`src/rtl/core/crst_pkg.sv`:
```
// Shared types, widths and codes for the midpoint circle rasterizer.
package crst_pkg;

  localparam int COORD_W     = 16;
  localparam int RAD_W       = 12;
  localparam int STEP_W      = 13;
  localparam int DEC_W       = 18;
  localparam int PT_W        = 18;
  localparam int COLOR_W     = 32;
  localparam int ADDR_W      = 24;
  localparam int CFG_DATA_W  = 13;
  localparam int CFG_IDX_W   = 1;
  localparam int POINTS      = 8;
  localparam int PT_IDX_W    = $clog2(POINTS);
  localparam int QUEUE_DEPTH = 2;

  localparam int MAX_WIDTH_DEF  = 4096;
  localparam int MAX_HEIGHT_DEF = 4096;

  localparam logic CMD_START = 1'b0;
  localparam logic CMD_STEP  = 1'b1;

  localparam logic [CFG_IDX_W-1:0] REG_SURFACE_WIDTH  = 1'b0;
  localparam logic [CFG_IDX_W-1:0] REG_SURFACE_HEIGHT = 1'b1;

  localparam logic [CFG_DATA_W-1:0] RESET_WIDTH  = 13'd640;
  localparam logic [CFG_DATA_W-1:0] RESET_HEIGHT = 13'd480;

  typedef struct packed {
    logic signed [COORD_W-1:0] cx;
    logic signed [COORD_W-1:0] cy;
    logic signed [STEP_W-1:0]  a;
    logic signed [STEP_W-1:0]  b;
    logic [COLOR_W-1:0]        color;
    logic                      fin;
    logic                      nop;
  } job_t;

  typedef struct packed {
    logic [CFG_DATA_W-1:0] width;
    logic [CFG_DATA_W-1:0] height;
  } surf_cfg_t;

endpackage

```
`src/rtl/core/midpoint_circle_raster.sv`:
```
// Top level of the midpoint circle rasterizer with surface configuration registers.
//
// Requests enter on the in_ channel: a start request (cmd 0) latches center, radius
// and color and produces the eight mirrored points of (0, radius); a step request
// (cmd 1) advances the decision recurrence by one column and produces eight points.
// A step with no circle in progress produces a single empty point with last and
// done_res set. Each point leaves on the out_ channel as one request, with
// write_enable low and address and value zero when it falls outside the surface.
// The cfg_ channel writes surface width (index 0) and height (index 1); it is always
// ready. The user must see that it is written only while the block is idle; the
// block itself does not enforce this. A point passes the queue entry, then the a_
// stage and out_ registers. The single output port emits one point per cycle while
// out_ready is high. A two-entry job queue lets the next request be accepted while
// points of earlier ones are still leaving. When out_ready is low the whole point
// pipeline holds and the queue fills, then in_ready drops. Reset clears all control
// state, sets width 640 and height 480, and leaves no circle in progress.
module midpoint_circle_raster #(
  parameter int MAX_WIDTH  = crst_pkg::MAX_WIDTH_DEF,
  parameter int MAX_HEIGHT = crst_pkg::MAX_HEIGHT_DEF
) (
  input  logic                                clk,
  input  logic                                rst_n,
  input  logic                                in_valid,
  output logic                                in_ready,
  input  logic                                in_cmd,
  input  logic signed [crst_pkg::COORD_W-1:0] in_center_x,
  input  logic signed [crst_pkg::COORD_W-1:0] in_center_y,
  input  logic [crst_pkg::RAD_W-1:0]          in_radius,
  input  logic [crst_pkg::COLOR_W-1:0]        in_paint_color,
  output logic                                out_valid,
  input  logic                                out_ready,
  output logic [crst_pkg::ADDR_W-1:0]         out_pixel_address,
  output logic [crst_pkg::COLOR_W-1:0]        out_pixel_value,
  output logic                                out_write_enable,
  output logic                                out_last,
  output logic                                out_done_res,
  input  logic                                cfg_valid,
  output logic                                cfg_ready,
  input  logic [crst_pkg::CFG_IDX_W-1:0]      cfg_index,
  input  logic [crst_pkg::CFG_DATA_W-1:0]     cfg_data
);
  import crst_pkg::*;

  logic [CFG_DATA_W-1:0] surface_width_r, surface_width_nxt;
  logic [CFG_DATA_W-1:0] surface_height_r, surface_height_nxt;
  surf_cfg_t             surf_cfg;

  logic                  push_valid, push_ready, pop_valid, pop_ready;
  job_t                  push_data, pop_data;

  assign cfg_ready = 1'b1;

  always_comb begin
    surface_width_nxt  = surface_width_r;
    surface_height_nxt = surface_height_r;
    if (cfg_valid) begin
      unique case (cfg_index)
        REG_SURFACE_WIDTH:  surface_width_nxt  = cfg_data;
        REG_SURFACE_HEIGHT: surface_height_nxt = cfg_data;
        default: ;
      endcase
    end
  end

  always_ff @(posedge clk) begin
    if (!rst_n) begin
      surface_width_r  <= RESET_WIDTH;
      surface_height_r <= RESET_HEIGHT;
    end else begin
      surface_width_r  <= surface_width_nxt;
      surface_height_r <= surface_height_nxt;
    end
  end

  assign surf_cfg.width  = surface_width_r;
  assign surf_cfg.height = surface_height_r;

  crst_front u_front (
    .clk            (clk),
    .rst_n          (rst_n),
    .in_valid       (in_valid),
    .in_ready       (in_ready),
    .in_cmd         (in_cmd),
    .in_center_x    (in_center_x),
    .in_center_y    (in_center_y),
    .in_radius      (in_radius),
    .in_paint_color (in_paint_color),
    .q_valid        (push_valid),
    .q_ready        (push_ready),
    .q_data         (push_data)
  );

  crst_queue u_queue (
    .clk        (clk),
    .rst_n      (rst_n),
    .push_valid (push_valid),
    .push_ready (push_ready),
    .push_data  (push_data),
    .pop_valid  (pop_valid),
    .pop_ready  (pop_ready),
    .pop_data   (pop_data)
  );

  crst_back #(
    .MAX_WIDTH  (MAX_WIDTH),
    .MAX_HEIGHT (MAX_HEIGHT)
  ) u_back (
    .clk               (clk),
    .rst_n             (rst_n),
    .surf_cfg          (surf_cfg),
    .q_valid           (pop_valid),
    .q_ready           (pop_ready),
    .q_data            (pop_data),
    .out_valid         (out_valid),
    .out_ready         (out_ready),
    .out_pixel_address (out_pixel_address),
    .out_pixel_value   (out_pixel_value),
    .out_write_enable  (out_write_enable),
    .out_last          (out_last),
    .out_done_res      (out_done_res)
  );

endmodule

```
`src/rtl/core/crst_front.sv`:
```
// Front end: accepts commands, runs the circle decision recurrence and queues octant jobs.
module crst_front (
  input  logic                         clk,
  input  logic                         rst_n,
  input  logic                         in_valid,
  output logic                         in_ready,
  input  logic                         in_cmd,
  input  logic signed [crst_pkg::COORD_W-1:0] in_center_x,
  input  logic signed [crst_pkg::COORD_W-1:0] in_center_y,
  input  logic [crst_pkg::RAD_W-1:0]   in_radius,
  input  logic [crst_pkg::COLOR_W-1:0] in_paint_color,
  output logic                         q_valid,
  input  logic                         q_ready,
  output crst_pkg::job_t               q_data
);
  import crst_pkg::*;

  logic signed [STEP_W-1:0]  cur_x_r, cur_x_nxt;
  logic signed [STEP_W-1:0]  cur_y_r, cur_y_nxt;
  logic signed [DEC_W-1:0]   decision_r, decision_nxt;
  logic signed [COORD_W-1:0] saved_cx_r, saved_cx_nxt;
  logic signed [COORD_W-1:0] saved_cy_r, saved_cy_nxt;
  logic [COLOR_W-1:0]        saved_color_r, saved_color_nxt;
  logic                      active_r, active_nxt;

  logic                      accept;
  logic signed [STEP_W-1:0]  x_inc, y_dec, rad_s, y_new;
  logic signed [DEC_W-1:0]   x_ext, y_ext, step_add;
  logic                      finish;

  assign in_ready = q_ready;
  assign q_valid  = in_valid;
  assign accept   = in_valid && q_ready;

  always_comb begin
    cur_x_nxt       = cur_x_r;
    cur_y_nxt       = cur_y_r;
    decision_nxt    = decision_r;
    saved_cx_nxt    = saved_cx_r;
    saved_cy_nxt    = saved_cy_r;
    saved_color_nxt = saved_color_r;
    active_nxt      = active_r;

    x_inc  = cur_x_r + STEP_W'(1);
    y_dec  = cur_y_r - STEP_W'(1);
    rad_s  = {1'b0, in_radius};
    y_new  = decision_r[DEC_W-1] ? cur_y_r : y_dec;
    x_ext  = {{(DEC_W-STEP_W){x_inc[STEP_W-1]}}, x_inc};
    y_ext  = {{(DEC_W-STEP_W){y_new[STEP_W-1]}}, y_new};
    if (decision_r[DEC_W-1]) begin
      step_add = (x_ext <<< 2) + DEC_W'(6);
    end else begin
      step_add = ((x_ext - y_ext) <<< 2) + DEC_W'(10);
    end
    finish = y_new < x_inc;

    q_data.cx    = saved_cx_r;
    q_data.cy    = saved_cy_r;
    q_data.a     = x_inc;
    q_data.b     = y_new;
    q_data.color = saved_color_r;
    q_data.fin   = finish;
    q_data.nop   = 1'b0;

    if (in_cmd == CMD_START) begin
      q_data.cx    = in_center_x;
      q_data.cy    = in_center_y;
      q_data.a     = '0;
      q_data.b     = rad_s;
      q_data.color = in_paint_color;
      q_data.fin   = 1'b0;
      if (accept) begin
        saved_cx_nxt    = in_center_x;
        saved_cy_nxt    = in_center_y;
        saved_color_nxt = in_paint_color;
        cur_x_nxt       = '0;
        cur_y_nxt       = rad_s;
        decision_nxt    = DEC_W'(3) - (DEC_W'(in_radius) <<< 1);
        active_nxt      = 1'b1;
      end
    end else if (!active_r) begin
      q_data.nop = 1'b1;
      q_data.fin = 1'b1;
    end else if (accept) begin
      cur_x_nxt    = x_inc;
      cur_y_nxt    = y_new;
      decision_nxt = decision_r + step_add;
      active_nxt   = !finish;
    end
  end

  always_ff @(posedge clk) begin
    if (!rst_n) begin
      cur_x_r       <= '0;
      cur_y_r       <= '0;
      decision_r    <= '0;
      saved_cx_r    <= '0;
      saved_cy_r    <= '0;
      saved_color_r <= '0;
      active_r      <= 1'b0;
    end else begin
      cur_x_r       <= cur_x_nxt;
      cur_y_r       <= cur_y_nxt;
      decision_r    <= decision_nxt;
      saved_cx_r    <= saved_cx_nxt;
      saved_cy_r    <= saved_cy_nxt;
      saved_color_r <= saved_color_nxt;
      active_r      <= active_nxt;
    end
  end

endmodule

```
`src/rtl/core/crst_queue.sv`:
```
// Short job queue that decouples the front end from the point emitter.
module crst_queue (
  input  logic           clk,
  input  logic           rst_n,
  input  logic           push_valid,
  output logic           push_ready,
  input  crst_pkg::job_t push_data,
  output logic           pop_valid,
  input  logic           pop_ready,
  output crst_pkg::job_t pop_data
);
  import crst_pkg::*;

  localparam int PTR_W = (QUEUE_DEPTH > 1) ? $clog2(QUEUE_DEPTH) : 1;
  localparam int CNT_W = $clog2(QUEUE_DEPTH + 1);

  job_t               entry_r [QUEUE_DEPTH];
  logic [PTR_W-1:0]   wr_ptr_r, wr_ptr_nxt;
  logic [PTR_W-1:0]   rd_ptr_r, rd_ptr_nxt;
  logic [CNT_W-1:0]   count_r, count_nxt;
  logic               do_push, do_pop;

  assign push_ready = count_r != CNT_W'(QUEUE_DEPTH);
  assign pop_valid  = count_r != '0;
  assign pop_data   = entry_r[rd_ptr_r];
  assign do_push    = push_valid && push_ready;
  assign do_pop     = pop_valid && pop_ready;

  always_comb begin
    wr_ptr_nxt = wr_ptr_r;
    rd_ptr_nxt = rd_ptr_r;
    count_nxt  = count_r;
    if (do_push) begin
      wr_ptr_nxt = (wr_ptr_r == PTR_W'(QUEUE_DEPTH - 1)) ? '0 : wr_ptr_r + PTR_W'(1);
    end
    if (do_pop) begin
      rd_ptr_nxt = (rd_ptr_r == PTR_W'(QUEUE_DEPTH - 1)) ? '0 : rd_ptr_r + PTR_W'(1);
    end
    if (do_push && !do_pop) begin
      count_nxt = count_r + CNT_W'(1);
    end else if (do_pop && !do_push) begin
      count_nxt = count_r - CNT_W'(1);
    end
  end

  always_ff @(posedge clk) begin
    if (!rst_n) begin
      wr_ptr_r <= '0;
      rd_ptr_r <= '0;
      count_r  <= '0;
    end else begin
      wr_ptr_r <= wr_ptr_nxt;
      rd_ptr_r <= rd_ptr_nxt;
      count_r  <= count_nxt;
    end
  end

  always_ff @(posedge clk) begin
    if (do_push) begin
      entry_r[wr_ptr_r] <= push_data;
    end
  end

endmodule

```
`src/rtl/core/crst_back.sv`:
```
// Back end: walks the eight mirrored points of a job, clips them and forms addresses.
module crst_back #(
  parameter int MAX_WIDTH  = crst_pkg::MAX_WIDTH_DEF,
  parameter int MAX_HEIGHT = crst_pkg::MAX_HEIGHT_DEF
) (
  input  logic                          clk,
  input  logic                          rst_n,
  input  crst_pkg::surf_cfg_t           surf_cfg,
  input  logic                          q_valid,
  output logic                          q_ready,
  input  crst_pkg::job_t                q_data,
  output logic                          out_valid,
  input  logic                          out_ready,
  output logic [crst_pkg::ADDR_W-1:0]   out_pixel_address,
  output logic [crst_pkg::COLOR_W-1:0]  out_pixel_value,
  output logic                          out_write_enable,
  output logic                          out_last,
  output logic                          out_done_res
);
  import crst_pkg::*;

  localparam int WW    = $clog2(MAX_WIDTH + 1);
  localparam int HW    = $clog2(MAX_HEIGHT + 1);
  localparam int SUM_W = (WW + HW + 1 > ADDR_W) ? WW + HW + 1 : ADDR_W;

  logic [WW-1:0]          w_eff;
  logic [HW-1:0]          h_eff;
  logic [PT_W-1:0]        w_ext, h_ext;

  logic [PT_IDX_W-1:0]    k_r, k_nxt;
  logic                   adv, take, last_pt, swap;
  logic signed [PT_W-1:0] cx_ext, cy_ext, a_ext, b_ext, dx, dy, px, py;
  logic                   in_bounds;

  logic                   a_valid_r;
  logic [WW-1:0]          a_px_r;
  logic [HW-1:0]          a_py_r;
  logic                   a_inside_r, a_last_r, a_fin_r;
  logic [COLOR_W-1:0]     a_color_r;

  logic [SUM_W-1:0]       addr_sum;

  logic                   out_valid_r;
  logic [ADDR_W-1:0]      out_addr_r;
  logic [COLOR_W-1:0]     out_value_r;
  logic                   out_we_r, out_last_r, out_done_r;

  always_comb begin
    if (32'(surf_cfg.width) > MAX_WIDTH) begin
      w_eff = WW'(MAX_WIDTH);
    end else begin
      w_eff = WW'(surf_cfg.width);
    end
    if (32'(surf_cfg.height) > MAX_HEIGHT) begin
      h_eff = HW'(MAX_HEIGHT);
    end else begin
      h_eff = HW'(surf_cfg.height);
    end
  end

  assign w_ext = PT_W'(w_eff);
  assign h_ext = PT_W'(h_eff);

  assign adv     = !out_valid_r || out_ready;
  assign take    = adv && q_valid;
  assign last_pt = q_data.nop || (k_r == PT_IDX_W'(POINTS - 1));
  assign q_ready = adv && last_pt;

  always_comb begin
    k_nxt = k_r;
    if (take) begin
      k_nxt = last_pt ? '0 : k_r + PT_IDX_W'(1);
    end
  end

  always_comb begin
    cx_ext = {{(PT_W-COORD_W){q_data.cx[COORD_W-1]}}, q_data.cx};
    cy_ext = {{(PT_W-COORD_W){q_data.cy[COORD_W-1]}}, q_data.cy};
    a_ext  = {{(PT_W-STEP_W){q_data.a[STEP_W-1]}}, q_data.a};
    b_ext  = {{(PT_W-STEP_W){q_data.b[STEP_W-1]}}, q_data.b};
    swap   = k_r[2] ^ k_r[1];
    dx     = swap ? b_ext : a_ext;
    dy     = swap ? a_ext : b_ext;
    px     = k_r[0] ? cx_ext + dx : cx_ext - dx;
    py     = k_r[2] ? cy_ext + dy : cy_ext - dy;
    in_bounds = !px[PT_W-1] && (px != '0) && (px < w_ext)
             && !py[PT_W-1] && (py != '0) && (py < h_ext) && !q_data.nop;
  end

  assign addr_sum = SUM_W'(a_py_r) * SUM_W'(w_eff) + SUM_W'(a_px_r);

  always_ff @(posedge clk) begin
    if (!rst_n) begin
      k_r         <= '0;
      a_valid_r   <= 1'b0;
      out_valid_r <= 1'b0;
    end else begin
      k_r <= k_nxt;
      if (adv) begin
        a_valid_r   <= q_valid;
        out_valid_r <= a_valid_r;
      end
    end
  end

  always_ff @(posedge clk) begin
    if (adv) begin
      a_px_r     <= WW'(px);
      a_py_r     <= HW'(py);
      a_inside_r <= in_bounds;
      a_last_r   <= last_pt;
      a_fin_r    <= q_data.fin;
      a_color_r  <= q_data.color;
      out_addr_r  <= a_inside_r ? addr_sum[ADDR_W-1:0] : '0;
      out_value_r <= a_inside_r ? a_color_r : '0;
      out_we_r    <= a_inside_r;
      out_last_r  <= a_last_r;
      out_done_r  <= a_fin_r;
    end
  end

  assign out_valid         = out_valid_r;
  assign out_pixel_address = out_addr_r;
  assign out_pixel_value   = out_value_r;
  assign out_write_enable  = out_we_r;
  assign out_last          = out_last_r;
  assign out_done_res      = out_done_r;

endmodule

```
`config.mk`:
```
export PLATFORM = sky130hd
export DESIGN_NAME = midpoint_circle_raster
export DESIGN_NICKNAME = d
export VERILOG_FILES = /design/src/rtl/core/crst_pkg.sv /design/src/rtl/core/midpoint_circle_raster.sv /design/src/rtl/core/crst_front.sv /design/src/rtl/core/crst_queue.sv /design/src/rtl/core/crst_back.sv
export SDC_FILE = /design/constraint.sdc
export NUM_CORES = 1
export LEC_CHECK = 0
export ABC_AREA = 0
export BUFFER_PORTS_ARGS = -buffer_cell sky130_fd_sc_hd__clkbuf_2
export CORE_MARGIN = 2
export CORE_UTILIZATION = 40
export CTS_BUF_LIST = sky130_fd_sc_hd__clkbuf_8
export DETAILED_ROUTE_END_ITERATION = 10
export PLACE_DENSITY = 0.57
export SYNTH_ARGS = -nofsm -noshare
export SYNTH_HDL_FRONTEND = slang
export SYNTH_SLANG_ARGS = --single-unit
```
`constraint.sdc`:
```
create_clock -name clk -period 6.6 [get_ports clk]
set_clock_uncertainty 0.15 [all_clocks]
set_input_delay 1.32 -clock clk [delete_from_list [all_inputs] [get_ports clk]]
set_output_delay 1.32 -clock clk [all_outputs]
set_load 0.01 [all_outputs]
```
* Word level (Yosys, flattened, before mapping)
Memories as Yosys holds them, arrays and structs flattened. A register that Yosys moved wholly into a read port is not among the register bits.
Index checks and enable logic that the tools add are counted.
** Storage, ports and cells
- RAM bits :: 184
- Memories kept :: 1
- Register bits after elaboration :: 264
- Word-level logic and storage cells :: 124
** Cells by class
- Eq/ne operators :: 4
- Multipliers :: 1
- Muxes and demuxes :: 37
- Magnitude comparators :: 5
- Bitwise gates (word level) :: 3
- $add $sub $neg :: 17
- Reductions and logical operators :: 30
** Memory list
- u_queue.entry_r :: depth 2, width 92, rd ports 1, clocked after Yosys merged registers in 1, wr ports 1, RTL line crst_queue.sv:17 : job_t entry_r [QUEUE_DEPTH];
** Operator list (number)
- $mux W18 :: 9
- $mux W13 :: 11
- $mux W90 :: 1
- $add A16 B18 Y18 :: 2
- $lt A18 B13 Y1 :: 2
- $reduce_bool A18 Y1 :: 2
- $sub A16 B18 Y18 :: 2
- $gt A13 B13 Y1 const B :: 2
- $add A24 B13 Y24 :: 1
- $mul A13 B13 Y24 :: 1
- $add A18 B18 Y18 :: 1
- $add A18 B5 Y18 const B :: 1
- $add A15 B4 Y16 const B :: 1
- $sub A13 B13 Y14 :: 1
- $sub A2 B13 Y14 const A :: 1
- $add A13 B2 Y13 const B :: 1
- $lt A13 B13 Y1 :: 1
- $sub A13 B2 Y13 const B :: 1
- $logic_and A1 B1 Y1 :: 12
- $mux W1 :: 12
- $logic_not A1 Y1 :: 7
- $mux W2 :: 3
- $reduce_and A2 Y1 :: 3
- $reduce_bool A2 Y1 :: 3
- other kinds (12) :: 16

* Logic depth before layout (Yosys ltp)
- Depth after elaboration :: 11
- Gate-level depth with buffers :: 27
- Depth with buffers taken out :: 24

* Modules after synthesis
Synthesis repeated with hierarchy kept, for this count alone.
** Second synthesis, totals
- Cell total of the unflattened synthesis :: 2833
- Area, all modules :: 29574.6 µm²
** Modules (own cells, without submodules)
- crst_back :: cells an instance 1415, times used 1, area an instance 13802.0 µm²
- crst_front :: cells an instance 998, times used 1, area an instance 7815.0 µm²
- crst_queue :: cells an instance 310, times used 1, area an instance 6906.6 µm²
- midpoint_circle_raster :: cells an instance 110, times used 1, area an instance 1051.0 µm²

* Worst setup path after synthesis
OpenSTA, ideal clock, no wires.
- Path kind :: register to register
- From :: register surface_width_r[12]
- To :: register u_back.out_addr_r[23] (netlist: u_back.out_pixel_address[23]), data pin
- Data arrival time :: 6185 ps
- Stages on the path, launching flop included :: 26
- Path slack :: 8 ps
- Path through :: dfxtp_1 > nor2b_1 > clkbuf_1 > and2_1 > fa_1 > inv_1 > fa_1 > inv_1 > fa_1 > inv_1 > fa_1 > inv_1 > fa_1 > inv_1 > fa_1 > inv_1 > ha_1 > or3_1 > a2111oi_0 > nor3_1 > nor3b_1 > nor2_1 > a221oi_1 > o21ai_0 > xnor2_1 > nor2_1
** Between the ends
- Longest elaborated chain between the ends :: 4
** RTL lines
- from (decl) :: RTL line midpoint_circle_raster.sv:44 : logic [CFG_DATA_W-1:0] surface_width_r, surface_width_nxt;
- from (signal assigned) :: RTL line midpoint_circle_raster.sv:70 : surface_width_r <= surface_width_nxt;
- $gt A13 B13 Y1 :: RTL line crst_back.sv:49 : if (32'(surf_cfg.width) > MAX_WIDTH) begin
- $mux W13 * :: RTL line crst_back.sv:49
- $mul A13 B13 Y24 * :: RTL line crst_back.sv:90 : assign addr_sum = SUM_W'(a_py_r) * SUM_W'(w_eff) + SUM_W'(a_px_r);
- $add A24 B13 Y24 * :: RTL line crst_back.sv:90
- to (signal assigned) :: RTL line crst_back.sv:114 : out_addr_r <= a_inside_r ? addr_sum[ADDR_W-1:0] : '0;
- to (decl) :: RTL line crst_back.sv:44 : logic [ADDR_W-1:0] out_addr_r;
Every way passes the cells marked *; elsewhere a longest branch is shown, timed or not.
A chain may end at the register's enable or synchronous reset.

* Final worst setup path
- From :: register surface_width_r[12]
- To :: register u_back.out_addr_r[15] (netlist: u_back.out_pixel_address[15]), data pin
The elaborated chain is that of the path after synthesis.

==> flow_summary_export.csv <==
group,metric,value,unit
run_status,outcome,"finished, final reports clean",
placed_design,io_buffers,156,
run,cap_violations,0,
clocking,cts_root_buffer,"clkbuf_8",
worst_setup_path,worstPathMaxFanout,18,
yosys,yosysTopAreaCell,"edfxtp_1",
route,avgRoutedWirePerCell,18.2,um
sta,max_slew_margin,33.9,%
cells_and_area,nets,3344,
clocking,cts_buffer_depth,3,
power,power.leakage,13.7,nW
clocking,clock_latency,0.68,ns
placed_design,dp_slack,-0.0946,ns
route,ant_nets,0,
cells_and_area,fin_cells,3959,
cells_and_area,fin_util,45.8,%
sta,drv_slew,0,
yosys,synth-edff-count,304,
yosys,synth.avg_cell_area,10.5,um2
die,die_area,0.0744,mm2
power,p_per_area,545,mW/mm2
global_routing,grt_overflow_total,0,
sta,worstMarginPinSlew,0.992,ns
die,rows,98,
die,start_util,40.4,%
power,ir_drop,0.622,mV
global_routing,grt_start_max_net_pins,104,
global_routing,grt_pass1_vias,21095,
yosys,netlist_area,0.0289,mm2
power,power,17.8,mW
worst_setup_path,cp.required,6.88,ns
route,drtIter0Drc,1061,
die,core_area,0.0715,mm2
placed_design,dpl.hpwl,53.2,mm
clocking,htree_levels,3,
yosys,synth_top_flop_cell,"edfxtp_1",
route,drc,0,
route,drtPass1Iterations,5,
cells_and_area,mostFrequentLayoutCell,"nand2_1",
yosys,synthCells,2742,
die,die_w,273,um
yosys,synth_top_area_share,31.6,%
sta,finalCritPeriodShare,95.1,%
cells_and_area,drive_above_1_share,18.2,%
clocking,cts_tree,"yes",
sta,hold_viol_final,0,
route,avgViaCountPerCell,5.16,
sta,finalSetupTns,0,ns
sta,period_needed,6.28,ns
yosys,synth_warnings,0,
route,num_vias,20421,
worst_setup_path,cp-end-kind,"register",
sta,layout_setup_ws,0.320,ns
yosys,yosys_register_bits,448,
global_routing,grt_first_pass_wirelength,114,mm
yosys,synth.area.top_cells,"edfxtp_1, dfxtp_1, fa_1",
worst_hold_path,holdPathStages,0,
worst_setup_path,setup.worst_path.class,"reg -> reg",
cells_and_area,area_delta_synth_final,13.3,%
cells_and_area,final_cell_mix,"nand2_1, edfxtp_1, inv_1, ha_1, and2_1",
global_routing,grt_usage,19.3,%
global_routing,antenna_found_initial,2,
worst_setup_path,arrival,6.56,ns
route,wl,72.0,mm
worst_hold_path,hp-class,"reg -> reg",
die,io-pin-count,158,
clocking,clock_sinks,448,
placed_design,gp_congestion,0.934,
die,die_h,273,um
clocking,cts_inserted_buffers,82,
sta,setup_violations,0,
placed_design,place_inst,3803,
sta,max_freq,159,MHz
yosys,synthArstFlopShare,0,%
worst_setup_path,rr_worst_depth,24,
worst_setup_path,critPathLaunchType,"register",
yosys,syn_nets,3147,
cells_and_area,n_fill_cell,6723,
yosys,ys_types,85,
yosys,synth.yosys.seq_area_share,41.6,%
clocking,clk_transition_reported_paths,0.06,ns
state kept, by name, indices dropped and copies added (netlist names), 2 cells and up, named ones only:
register	flops
surface_height_r	13
surface_width_r	13
u_back.a_color_r	32
u_back.a_px_r	13
u_back.a_py_r	13
u_back.k_r	3
u_back.out_pixel_address	24
u_back.out_pixel_value	32
u_front.cur_x_r	13
u_front.cur_y_r	13
u_front.decision_r	17
u_front.saved_color_r	32
u_front.saved_cx_r	16
u_front.saved_cy_r	16
u_queue.count_r	2
u_queue.entry_r	184
layout make-up:
cell class                      instances  area, um2  area share [%]
Antenna cell                            3       7.51          0.0229
Clock buffer                           91       1250            3.83
Clock inverter                         60        358            1.09
Inverter                              206        776            2.37
Multi-Input combinational cell       1967      15700            48.0
Sequential cell                       448      12000            36.7
Tap cell                              950       1190            3.63
Timing Repair Buffer                  234       1420            4.34
layer usage:
layer	routed length (um)	up-vias	global-route usage (%)
li1	-	9916	-
met1	30700	9962	23.5
met2	36000	410	33.9
met3	2810	133	3.47
met4	2500	0	7.49
met5	0	-	0
timing repair:
item / 4_1_cts / 5_1_grt
hold buffers: 0 / 0
pin swaps: 0 / 2
resized for setup: 1 / 20
setup buffers: 0 / 2
gates cloned: 0 / 0
setup endpoints to repair: 2 / 9
cells by family after synthesis:
group                      Yosys count  share of synthesized area (%)
DFF                                448                           41.6
xor gates and xnor gates           139                           4.37
other                                1                         0.0130
buffers and inverters              327                           4.43
adders and majority gates          309                           16.8
and+or+nand+nor                    920                           15.3
muxes                              171                           7.51
AOI/OAI and AO/OA                  427                           9.97
power breakdown:
| part | switching [mW] | internal (mW) | leakage, nW |
|---|---|---|---|
| logic | 6.41 | 4.79 | 8.47 |
| clock network | 1.19 | 1.39 | 0.969 |
| registers | 0.292 | 3.76 | 4.28 |
through the flow:
| stage | hold WS (ns) | instance area (um2) |
|---|---|---|
| finish | 0.281 | 32700 |
| global route | 0.302 | 32700 |
| CTS | 0.289 | 32600 |
| detailed placement | 0.276 | 31000 |
| global placement | 0.261 | 31000 |
| floorplan | 0.250 | 28900 |
critical path: stages, from the launching register on:
cell and delay (ns):
dfxtp_1 0.33, buf_4 0.16, buf_4 0.20, nor2b_1 0.12
buf_4 0.22, nand2_1 0.10, fa_1 0.45, fa_1 0.52
fa_1 0.49, inv_1 0.05, fa_1 0.50, fa_1 0.54
inv_1 0.05, fa_1 0.49, inv_1 0.04, ha_1 0.35
nand3_1 0.11, nor3_2 0.23, nor3b_2 0.09, nor2_2 0.23
a21oi_2 0.10, buf_4 0.14, buf_4 0.12, xnor2_1 0.11
and2_1 0.15
synthesized netlist by cell type (all sizes together) (14+ instances only):
| library cell | number |
|---|---|
| edfxtp | 304 |
| o21ai | 67 |
| nor2 | 133 |
| mux4 | 23 |
| a21boi | 112 |
| nor2b | 31 |
| o21a | 22 |
| dfxtp | 144 |
| inv | 205 |
| nor3 | 52 |
| nand3 | 42 |
| xnor2 | 71 |
| a211oi | 14 |
| a21oi | 97 |
| xor2 | 68 |
| mux2 | 135 |
| a21o | 21 |
| and2 | 161 |
| buf | 23 |
| ha | 176 |
| fa | 133 |
| nor4 | 22 |
| nand2 | 396 |
| clkbuf | 98 |
| or3 | 15 |
path summary, 6_finish.rpt:
| check | start | to | slack [ns] |
|---|---|---|---|
| worst max-delay path | surface_width_r[12] | u_back.out_pixel_address[15] | 0.32 |
| worst min-delay path | u_back.a_last_r | u_back.out_last | 0.28 |
| worst max register to register | surface_width_r[12] | u_back.out_pixel_address[15] | 0.32 |
| worst min register to register | u_back.a_last_r | u_back.out_last | 0.28 |
No activity file was read; power rests on OpenSTA's default activity.
